$ cat src/hdl/mxp_pkg.sv
// Package for the modular exponentiation core: field widths, constants,
// sequencer state type and the remainder unit status struct. No dependencies.
package mxp_pkg;

	localparam int unsigned BASE_W = 64;
	localparam int unsigned EXP_W  = 63;
	localparam int unsigned MOD_W  = 31;
	localparam int unsigned PROD_W = 2 * MOD_W;

	// Modulus after reset, and the smallest modulus that is in range.
	localparam logic [MOD_W-1:0] MOD_RESET = 31'd1000000007;
	localparam logic [MOD_W-1:0] MOD_MIN   = 31'd2;

	// Remainder unit: two dividend bits per step over a 64-bit dividend.
	localparam int unsigned RED_STEPS = BASE_W / 2;
	localparam int unsigned RED_CNT_W = $clog2(RED_STEPS);
	localparam logic [RED_CNT_W-1:0] RED_LAST = RED_CNT_W'(RED_STEPS - 1);

	typedef enum logic [2:0] {
		ST_IDLE,
		ST_BASE,
		ST_STEP,
		ST_MUL,
		ST_RSTART,
		ST_RWAIT,
		ST_FINISH
	} mxp_state_t;

	typedef struct packed {
		logic busy;
		logic done;
	} mxp_red_status_t;

endpackage

$ cat src/hdl/mxp_ifs.sv
// Handshake channel interfaces of the modular exponentiation core.
// Depends on mxp_pkg for the field widths.
interface mxp_req_if;
	logic                           valid;
	logic                           ready;
	logic signed [mxp_pkg::BASE_W-1:0] base;
	logic [mxp_pkg::EXP_W-1:0]      exponent;

	modport source (output valid, output base, output exponent, input ready);
	modport sink (input valid, input base, input exponent, output ready);
endinterface

interface mxp_rsp_if;
	logic                      valid;
	logic                      ready;
	logic [mxp_pkg::MOD_W-1:0] power_result;

	modport source (output valid, output power_result, input ready);
	modport sink (input valid, input power_result, output ready);
endinterface

$ cat src/hdl/mxp_modred.sv
// Iterative remainder unit: reduces a 64-bit dividend modulo a 31-bit modulus,
// two dividend bits per cycle. Depends on mxp_pkg.
module mxp_modred (
	input  logic                         clk,
	input  logic                         arst_n,
	input  logic                         start,
	input  logic [mxp_pkg::BASE_W-1:0]   dividend,
	input  logic [mxp_pkg::MOD_W-1:0]    modulus,
	output mxp_pkg::mxp_red_status_t     status,
	output logic [mxp_pkg::MOD_W-1:0]    remainder
);

	logic [mxp_pkg::BASE_W-1:0]    div_q;
	logic [mxp_pkg::MOD_W-1:0]     rem_q;
	logic [mxp_pkg::MOD_W-1:0]     m_q;
	logic [mxp_pkg::MOD_W+1:0]     m3_q;
	logic [mxp_pkg::RED_CNT_W-1:0] cnt_q;
	logic                          busy_q;
	logic                          done_q;

	logic [mxp_pkg::MOD_W+1:0] trial;
	logic [mxp_pkg::MOD_W+1:0] m1_ext;
	logic [mxp_pkg::MOD_W+1:0] m2_ext;
	logic [mxp_pkg::MOD_W+1:0] sub;
	logic [mxp_pkg::MOD_W+1:0] diff;

	// Shift two dividend bits into the partial remainder, which then lies
	// below four times the modulus; pick the largest multiple that fits.
	always_comb begin
		trial  = {rem_q, div_q[mxp_pkg::BASE_W-1 -: 2]};
		m1_ext = {2'b00, m_q};
		m2_ext = {1'b0, m_q, 1'b0};
		if (trial >= m3_q) begin
			sub = m3_q;
		end else if (trial >= m2_ext) begin
			sub = m2_ext;
		end else if (trial >= m1_ext) begin
			sub = m1_ext;
		end else begin
			sub = '0;
		end
		diff = trial - sub;
	end

	// Step counter and handshake flags.
	always_ff @(posedge clk or negedge arst_n) begin
		if (!arst_n) begin
			busy_q <= 1'b0;
			done_q <= 1'b0;
			cnt_q  <= '0;
		end else begin
			done_q <= 1'b0;
			if (start) begin
				busy_q <= 1'b1;
				cnt_q  <= '0;
			end else if (busy_q) begin
				cnt_q <= cnt_q + 1'b1;
				if (cnt_q == mxp_pkg::RED_LAST) begin
					busy_q <= 1'b0;
					done_q <= 1'b1;
				end
			end
		end
	end

	// Dividend shift register, partial remainder and modulus multiples.
	always_ff @(posedge clk) begin
		if (start) begin
			div_q <= dividend;
			rem_q <= '0;
			m_q   <= modulus;
			m3_q  <= {1'b0, modulus, 1'b0} + {2'b00, modulus};
		end else if (busy_q) begin
			div_q <= {div_q[mxp_pkg::BASE_W-3:0], 2'b00};
			rem_q <= diff[mxp_pkg::MOD_W-1:0];
		end
	end

	assign status.busy = busy_q;
	assign status.done = done_q;
	assign remainder   = rem_q;

endmodule

$ cat src/hdl/modular_exponentiation_core.sv
// Modular exponentiation core: base to the power exponent modulo a programmable
// modulus by right-to-left square and multiply. One item is worked at a time and
// request.ready stays low until the result has been moved to the output register.
// A zero base, a zero exponent or a modulus below two goes straight to the finish state.
// Otherwise every modular multiplication is one pass of the shared remainder unit,
// which retires two dividend bits per cycle; the base reduction costs one such
// pass, each exponent bit up to the highest set bit costs one squaring plus one
// multiply when the bit is set, and the highest set bit costs only its multiply.
// A negative base is brought into range before use. The modulus register
// resets to 1000000007 and may only be written while no item is in flight.
// Depends on mxp_pkg, mxp_ifs.sv and mxp_modred.
module modular_exponentiation_core (
	input  logic                      clk,
	input  logic                      arst_n,
	mxp_req_if.sink                   request,
	mxp_rsp_if.source                 response,
	input  logic                      cfg_we,
	input  logic [mxp_pkg::MOD_W-1:0] cfg_wdata
);

	mxp_pkg::mxp_state_t state_q;
	mxp_pkg::mxp_state_t state_d;

	logic [mxp_pkg::MOD_W-1:0]  mod_q;
	logic [mxp_pkg::MOD_W-1:0]  m_q;
	logic                       neg_q;
	logic [mxp_pkg::EXP_W-1:0]  exp_q;
	logic [mxp_pkg::MOD_W-1:0]  base_q;
	logic [mxp_pkg::MOD_W-1:0]  res_q;
	logic                       op_sq_q;
	logic [mxp_pkg::PROD_W-1:0] prod_q;
	logic                       out_valid_q;
	logic [mxp_pkg::MOD_W-1:0]  out_data_q;

	logic [mxp_pkg::BASE_W-1:0] raw_u;
	logic [mxp_pkg::BASE_W-1:0] raw_mag;
	logic                       base_zero;
	logic                       mod_bad;
	logic                       trivial;
	logic [mxp_pkg::MOD_W-1:0]  mul_b;
	logic [mxp_pkg::PROD_W-1:0] mul_p;
	logic                       red_start;
	logic [mxp_pkg::BASE_W-1:0] red_dividend;
	logic [mxp_pkg::MOD_W-1:0]  red_rem;
	mxp_pkg::mxp_red_status_t   red_status;
	logic                       in_take;
	logic                       out_load;

	// Decode of the incoming item.
	always_comb begin
		raw_u     = request.base;
		raw_mag   = raw_u[mxp_pkg::BASE_W-1] ? (~raw_u + 64'd1) : raw_u;
		base_zero = (raw_u == '0);
		mod_bad   = (mod_q < mxp_pkg::MOD_MIN);
		trivial   = mod_bad || base_zero || (request.exponent == '0);
	end

	// Shared multiplier: either square the base or multiply it into the result.
	assign mul_b = op_sq_q ? base_q : res_q;
	assign mul_p = base_q * mul_b;

	assign red_dividend = (state_q == mxp_pkg::ST_IDLE) ? raw_mag
		: {{(mxp_pkg::BASE_W - mxp_pkg::PROD_W){1'b0}}, prod_q};

	mxp_modred u_modred (
		.clk       (clk),
		.arst_n    (arst_n),
		.start     (red_start),
		.dividend  (red_dividend),
		.modulus   ((state_q == mxp_pkg::ST_IDLE) ? mod_q : m_q),
		.status    (red_status),
		.remainder (red_rem)
	);

	// Sequencer next state.
	always_comb begin
		state_d = state_q;
		unique case (state_q)
			mxp_pkg::ST_IDLE: begin
				if (request.valid) begin
					state_d = trivial ? mxp_pkg::ST_FINISH : mxp_pkg::ST_BASE;
				end
			end
			mxp_pkg::ST_BASE: begin
				if (red_status.done) begin
					state_d = mxp_pkg::ST_STEP;
				end
			end
			mxp_pkg::ST_STEP: begin
				state_d = (exp_q == '0) ? mxp_pkg::ST_FINISH : mxp_pkg::ST_MUL;
			end
			mxp_pkg::ST_MUL: begin
				state_d = mxp_pkg::ST_RSTART;
			end
			mxp_pkg::ST_RSTART: begin
				state_d = mxp_pkg::ST_RWAIT;
			end
			mxp_pkg::ST_RWAIT: begin
				if (red_status.done) begin
					if (op_sq_q) begin
						state_d = mxp_pkg::ST_STEP;
					end else if (exp_q[mxp_pkg::EXP_W-1:1] == '0) begin
						state_d = mxp_pkg::ST_FINISH;
					end else begin
						state_d = mxp_pkg::ST_MUL;
					end
				end
			end
			mxp_pkg::ST_FINISH: begin
				if (!out_valid_q || response.ready) begin
					state_d = mxp_pkg::ST_IDLE;
				end
			end
			default: state_d = mxp_pkg::ST_IDLE;
		endcase
	end

	// Sequencer outputs.
	always_comb begin
		request.ready = (state_q == mxp_pkg::ST_IDLE);
		in_take       = (state_q == mxp_pkg::ST_IDLE) && request.valid;
		red_start     = (in_take && !trivial) || (state_q == mxp_pkg::ST_RSTART);
		out_load      = (state_q == mxp_pkg::ST_FINISH) && (!out_valid_q || response.ready);
	end

	// Control registers.
	always_ff @(posedge clk or negedge arst_n) begin
		if (!arst_n) begin
			state_q     <= mxp_pkg::ST_IDLE;
			mod_q       <= mxp_pkg::MOD_RESET;
			op_sq_q     <= 1'b0;
			out_valid_q <= 1'b0;
		end else begin
			state_q <= state_d;
			if (cfg_we) begin
				mod_q <= cfg_wdata;
			end
			if (state_q == mxp_pkg::ST_STEP) begin
				op_sq_q <= !exp_q[0];
			end else if ((state_q == mxp_pkg::ST_RWAIT) && red_status.done) begin
				op_sq_q <= 1'b1;
			end
			if (out_load) begin
				out_valid_q <= 1'b1;
			end else if (response.ready) begin
				out_valid_q <= 1'b0;
			end
		end
	end

	// Operand, accumulator and product registers.
	always_ff @(posedge clk) begin
		if (in_take) begin
			m_q   <= mod_q;
			neg_q <= raw_u[mxp_pkg::BASE_W-1];
			exp_q <= request.exponent;
			res_q <= (mod_bad || base_zero) ? '0 : {{(mxp_pkg::MOD_W-1){1'b0}}, 1'b1};
		end
		if ((state_q == mxp_pkg::ST_BASE) && red_status.done) begin
			// A negative base maps to the modulus minus the magnitude's residue, or to zero if that residue is zero.
			base_q <= (neg_q && (red_rem != '0)) ? (m_q - red_rem) : red_rem;
			res_q  <= {{(mxp_pkg::MOD_W-1){1'b0}}, 1'b1};
		end
		if (state_q == mxp_pkg::ST_MUL) begin
			prod_q <= mul_p;
		end
		if ((state_q == mxp_pkg::ST_RWAIT) && red_status.done) begin
			if (op_sq_q) begin
				base_q <= red_rem;
				exp_q  <= {1'b0, exp_q[mxp_pkg::EXP_W-1:1]};
			end else begin
				res_q <= red_rem;
			end
		end
		if (out_load) begin
			out_data_q <= res_q;
		end
	end

	assign response.valid        = out_valid_q;
	assign response.power_result = out_data_q;

endmodule

$ cat src/flat_wrapper.sv
// flat-port wrapper written by rule: the top's interface ports become plain ports
module modular_exponentiation_core_flat 
  (clk, arst_n, cfg_we, cfg_wdata, request_valid, request_base, request_exponent, request_ready, response_valid, response_power_result, response_ready);
  mxp_req_if request_i ();
  mxp_rsp_if response_i ();
  input  logic clk;
  input  logic arst_n;
  input  logic cfg_we;
  input  logic [mxp_pkg::MOD_W-1:0] cfg_wdata;
  input wire logic [$bits(request_i.valid)-1:0] request_valid;
  input wire logic [$bits(request_i.base)-1:0] request_base;
  input wire logic [$bits(request_i.exponent)-1:0] request_exponent;
  output wire logic [$bits(request_i.ready)-1:0] request_ready;
  output wire logic [$bits(response_i.valid)-1:0] response_valid;
  output wire logic [$bits(response_i.power_result)-1:0] response_power_result;
  input wire logic [$bits(response_i.ready)-1:0] response_ready;
  assign request_i.valid = request_valid;
  assign request_i.base = request_base;
  assign request_i.exponent = request_exponent;
  assign request_ready = request_i.ready;
  assign response_valid = response_i.valid;
  assign response_power_result = response_i.power_result;
  assign response_i.ready = response_ready;
  modular_exponentiation_core u_core (.clk(clk), .arst_n(arst_n), .request(request_i), .response(response_i), .cfg_we(cfg_we), .cfg_wdata(cfg_wdata));
endmodule
$ cat config.mk
export PLATFORM = sky130hd
export DESIGN_NAME = modular_exponentiation_core_flat
export DESIGN_NICKNAME = d
export VERILOG_FILES = /design/src/hdl/mxp_pkg.sv /design/src/hdl/mxp_ifs.sv /design/src/hdl/mxp_modred.sv /design/src/hdl/modular_exponentiation_core.sv /design/src/flat_wrapper.sv
export SDC_FILE = /design/constraint.sdc
export NUM_CORES = 2
export LEC_CHECK = 0
export BUFFER_PORTS_ARGS = -buffer_cell sky130_fd_sc_hd__buf_2
export CORE_UTILIZATION = 50
export DETAILED_ROUTE_END_ITERATION = 7
export GPL_ROUTABILITY_DRIVEN = 0
export PLACE_DENSITY_LB_ADDON = 0.25
export SYNTH_ARGS = -nofsm -noshare
export SYNTH_HDL_FRONTEND = slang
export SYNTH_SLANG_ARGS = --single-unit
export TNS_END_PERCENT = 10
$ cat constraint.sdc
create_clock -name clk -period 16 [get_ports clk]
set_input_delay 0.8 -clock clk [delete_from_list [all_inputs] [get_ports clk]]
set_output_delay 0.8 -clock clk [all_outputs]
set_load 0.005 [all_outputs]
==> results.sh <==
export IMPL_slew_headroom=0.1865
export IMPL_fin_cells=7603
export IMPL_max_cap_violations=0
export IMPL_critical_path_class="flop to flop"
export IMPL_status="finished, final reports clean"
export IMPL_ir_worst_vdd_mv=0.1403
export IMPL_syn_area_per_cell_um2=9.367
export IMPL_synthFlopType="edfxtp_1"
export IMPL_post_route_period_util=0.5928
export IMPL_yosysWarningCount=0
export IMPL_cts_root_buf="clkbuf_16"
export IMPL_ios=196
export IMPL_postPlaceCellArea_um2=59020
export IMPL_drc=0
export IMPL_cts_htree_levels=2
export IMPL_vias=43775
export IMPL_grt_pass1_vias=44806
export IMPL_drt_pass1_iterations=6
export IMPL_worst_setup_path_end_kind="flop"
export IMPL_vias_per_cell=5.758
export IMPL_power_leakage_uw=0.02855
export IMPL_area_growth_pct=7.107
export IMPL_antenna_found_initial=10
export IMPL_grt_use_total=0.2894
export IMPL_nNetsFinal=7508
export IMPL_slowest_delay_ps=750
export IMPL_synthCells=6069
export IMPL_maxSlewViolCount=0
export IMPL_fin_crit_ps=9485
export IMPL_critPathBufInv=6
export IMPL_cp_top_family="adder cells"
export IMPL_path_common_cell="fa_1"
export IMPL_drive_above_1_share=0.07619
export IMPL_synth_edf_count=252
export IMPL_yosysSeqAreaShare=0.2073
export IMPL_skew_ps=35.20
export IMPL_synth_area_um2=56850
export IMPL_drt_wirelength_per_cell_um=21.78
export IMPL_hold_viol_final=0
export IMPL_antenna_cells=0
export IMPL_numCtsBuffers=50
export IMPL_overflow=0
export IMPL_clkTransAtPathRegs_ps=60
export IMPL_final_common_cell="inv_1"
export IMPL_worst_pin_slew_ps=1218
export IMPL_post_cts_setup_buffers=0
export IMPL_synthDistinctLibCells=91
export IMPL_drt_iter0_markers=3564
export IMPL_cts_resized=0
export IMPL_fillers=10266
export IMPL_cts_hold_buffers=0
export IMPL_rows=123
export IMPL_die_w_um=339.2
export IMPL_dpl_hpwl_mm=125.0
export IMPL_async_flop_share=0.09534
export IMPL_port_buffers=195
export IMPL_antenna_left=0
export IMPL_grt_pass1_wl_mm=258.5
export IMPL_setup_viol=0
export IMPL_die_h_um=339.2
export IMPL_critPathMaxFanout=69
export IMPL_final_cell_mix="inv_1 (922), fa_1 (840), nand2_1 (764)"
export IMPL_timing_fmax_mhz=105.4
export IMPL_initial_core_util=0.5046
export IMPL_numClockSinks=451
export IMPL_synth_fp_nets=7516
export IMPL_dp_cells=7509
export IMPL_synth_seq_cells=451
export IMPL_rr_worst_depth=27
export IMPL_startpoint_type="flop"
export IMPL_cts_path_max_buffers=3
export IMPL_routed_wl_mm=165.6
export IMPL_cp_depth=27
export IMPL_die_area_um2=115000
export IMPL_coreArea_um2=112700
export IMPL_setup_tns_ps=0
export IMPL_clk_latency_ps=650
export IMPL_postLayoutCellArea_um2=60890
export IMPL_arrival_ps=9850
export IMPL_rsz0062_at_grt="no"
export IMPL_cts_tree="done"
export IMPL_whs_ps=251.9
export IMPL_worstPathRequired_ps=16360
export IMPL_grt_start_max_net_pins=134
export IMPL_min_path_type="input port to asynchronous set/reset pin"
export IMPL_power_density_nw_per_um2=124.9
export IMPL_cp_slowest_cell="mux2i_4"
registers in the layout (all words and copies together), names as in the netlist, 3 cells and up:
register,count
u_core.u_modred.div_q,64
u_core.exp_q,63
u_core.prod_q,62
u_core.u_modred.m3_q,32
u_core.base_q,31
u_core.m_q,31
u_core.mod_q,31
u_core.res_q,31
u_core.response.power_result,31
u_core.u_modred.m_q,31
u_core.u_modred.remainder,31
u_core.u_modred.cnt_q,5
u_core.state_q,3
metal layers:
layer,global-route usage,up-vias,wire length (um),part of all wire
li1,-,19604,-,-
met4,0.1151,4,7401,0.045
met2,0.4731,1743,77380,0.47
met1,0.3908,22036,67860,0.41
met3,0.03803,388,12960,0.078
met5,0,-,26,0.00016
cell families (layout without fill, tap and decap cells):
kind of cell / count (synthesis) / after routing / share of synthesized area
xor gates and xnor gates: 192 / 192 / 0.02958
buffers and inverters: 1237 / 1271 / 0.08256
adders and majority gates: 1284 / 1284 / 0.3935
and+or+nand+nor: 1821 / 1821 / 0.1572
AOI/OAI and AO/OA: 932 / 932 / 0.1016
muxes: 152 / 152 / 0.02811
DFF: 451 / 451 / 0.2073
area by class of cell:
| cell class | instances | area, um^2 | area share |
|---|---|---|---|
| well taps | 1500 | 1877 | 0.03082 |
| clock inverters | 32 | 445.4 | 0.007316 |
| inverters | 924 | 3471 | 0.05701 |
| flip-flops and latches | 451 | 11790 | 0.1936 |
| multi-input cells | 4381 | 40470 | 0.6647 |
| repair buffers | 253 | 1411 | 0.02318 |
| clock buffers | 62 | 1421 | 0.02334 |
per-stage QoR:
step	total power, uW	util	setup slack (ps)
floorplan	5128	-	7780
global placement	6131	0.5239	6748
detailed placement	6235	0.5239	6692
CTS	7547	0.5405	6638
global route	8181	0.5405	6092
finish	7603	0.5405	6515
worst paths after layout:
check	start	slack [ps]	to
worst max-delay path	u_core.op_sq_q	6510	u_core.prod_q[54]
worst min-delay path	arst_n	250	u_core.mod_q[7]
worst max register to register	u_core.op_sq_q	6510	u_core.prod_q[54]
worst min register to register	u_core.exp_q[61]	480	u_core.exp_q[60]
max in group asynchronous	arst_n	15290	u_core.op_sq_q
min in group clk	cfg_wdata[19]	390	u_core.mod_q[19]
synthesized netlist by cell type, types with 16 or more instances:
cell / number / share of area
a211oi_1: 28 / 0.0037
a21o_1: 68 / 0.0090
a21oi_1: 242 / 0.021
a22o_1: 31 / 0.0048
a22oi_1: 21 / 0.0028
and2_1: 423 / 0.047
clkbuf_1: 288 / 0.019
dfrtp_1: 27 / 0.012
dfstp_2: 16 / 0.0074
dfxtp_1: 156 / 0.055
edfxtp_1: 252 / 0.13
fa_1: 840 / 0.30
ha_1: 444 / 0.098
inv_1: 922 / 0.061
mux2_2: 61 / 0.012
mux2i_1: 91 / 0.016
nand2_1: 766 / 0.051
nand2b_1: 30 / 0.0033
nand3_1: 70 / 0.0062
nand4_1: 46 / 0.0051
nor2_1: 202 / 0.013
nor2b_1: 115 / 0.013
nor3_1: 36 / 0.0032
nor4_1: 62 / 0.0068
o211ai_1: 37 / 0.0049
o21a_1: 45 / 0.0059
o21ai_0: 292 / 0.026
o21bai_1: 21 / 0.0028
o22ai_1: 22 / 0.0024
o31ai_1: 25 / 0.0033
xnor2_1: 96 / 0.015
xor2_1: 96 / 0.015
power by group:
part	switching (uW)	leakage [uW]	total (uW)	internal [uW]
Clock	520	0.000905	1290	770
Combinational	2540	0.0234	4240	1690
Sequential	368	0.00426	2080	1710
(Power assumes the default switching activity.)
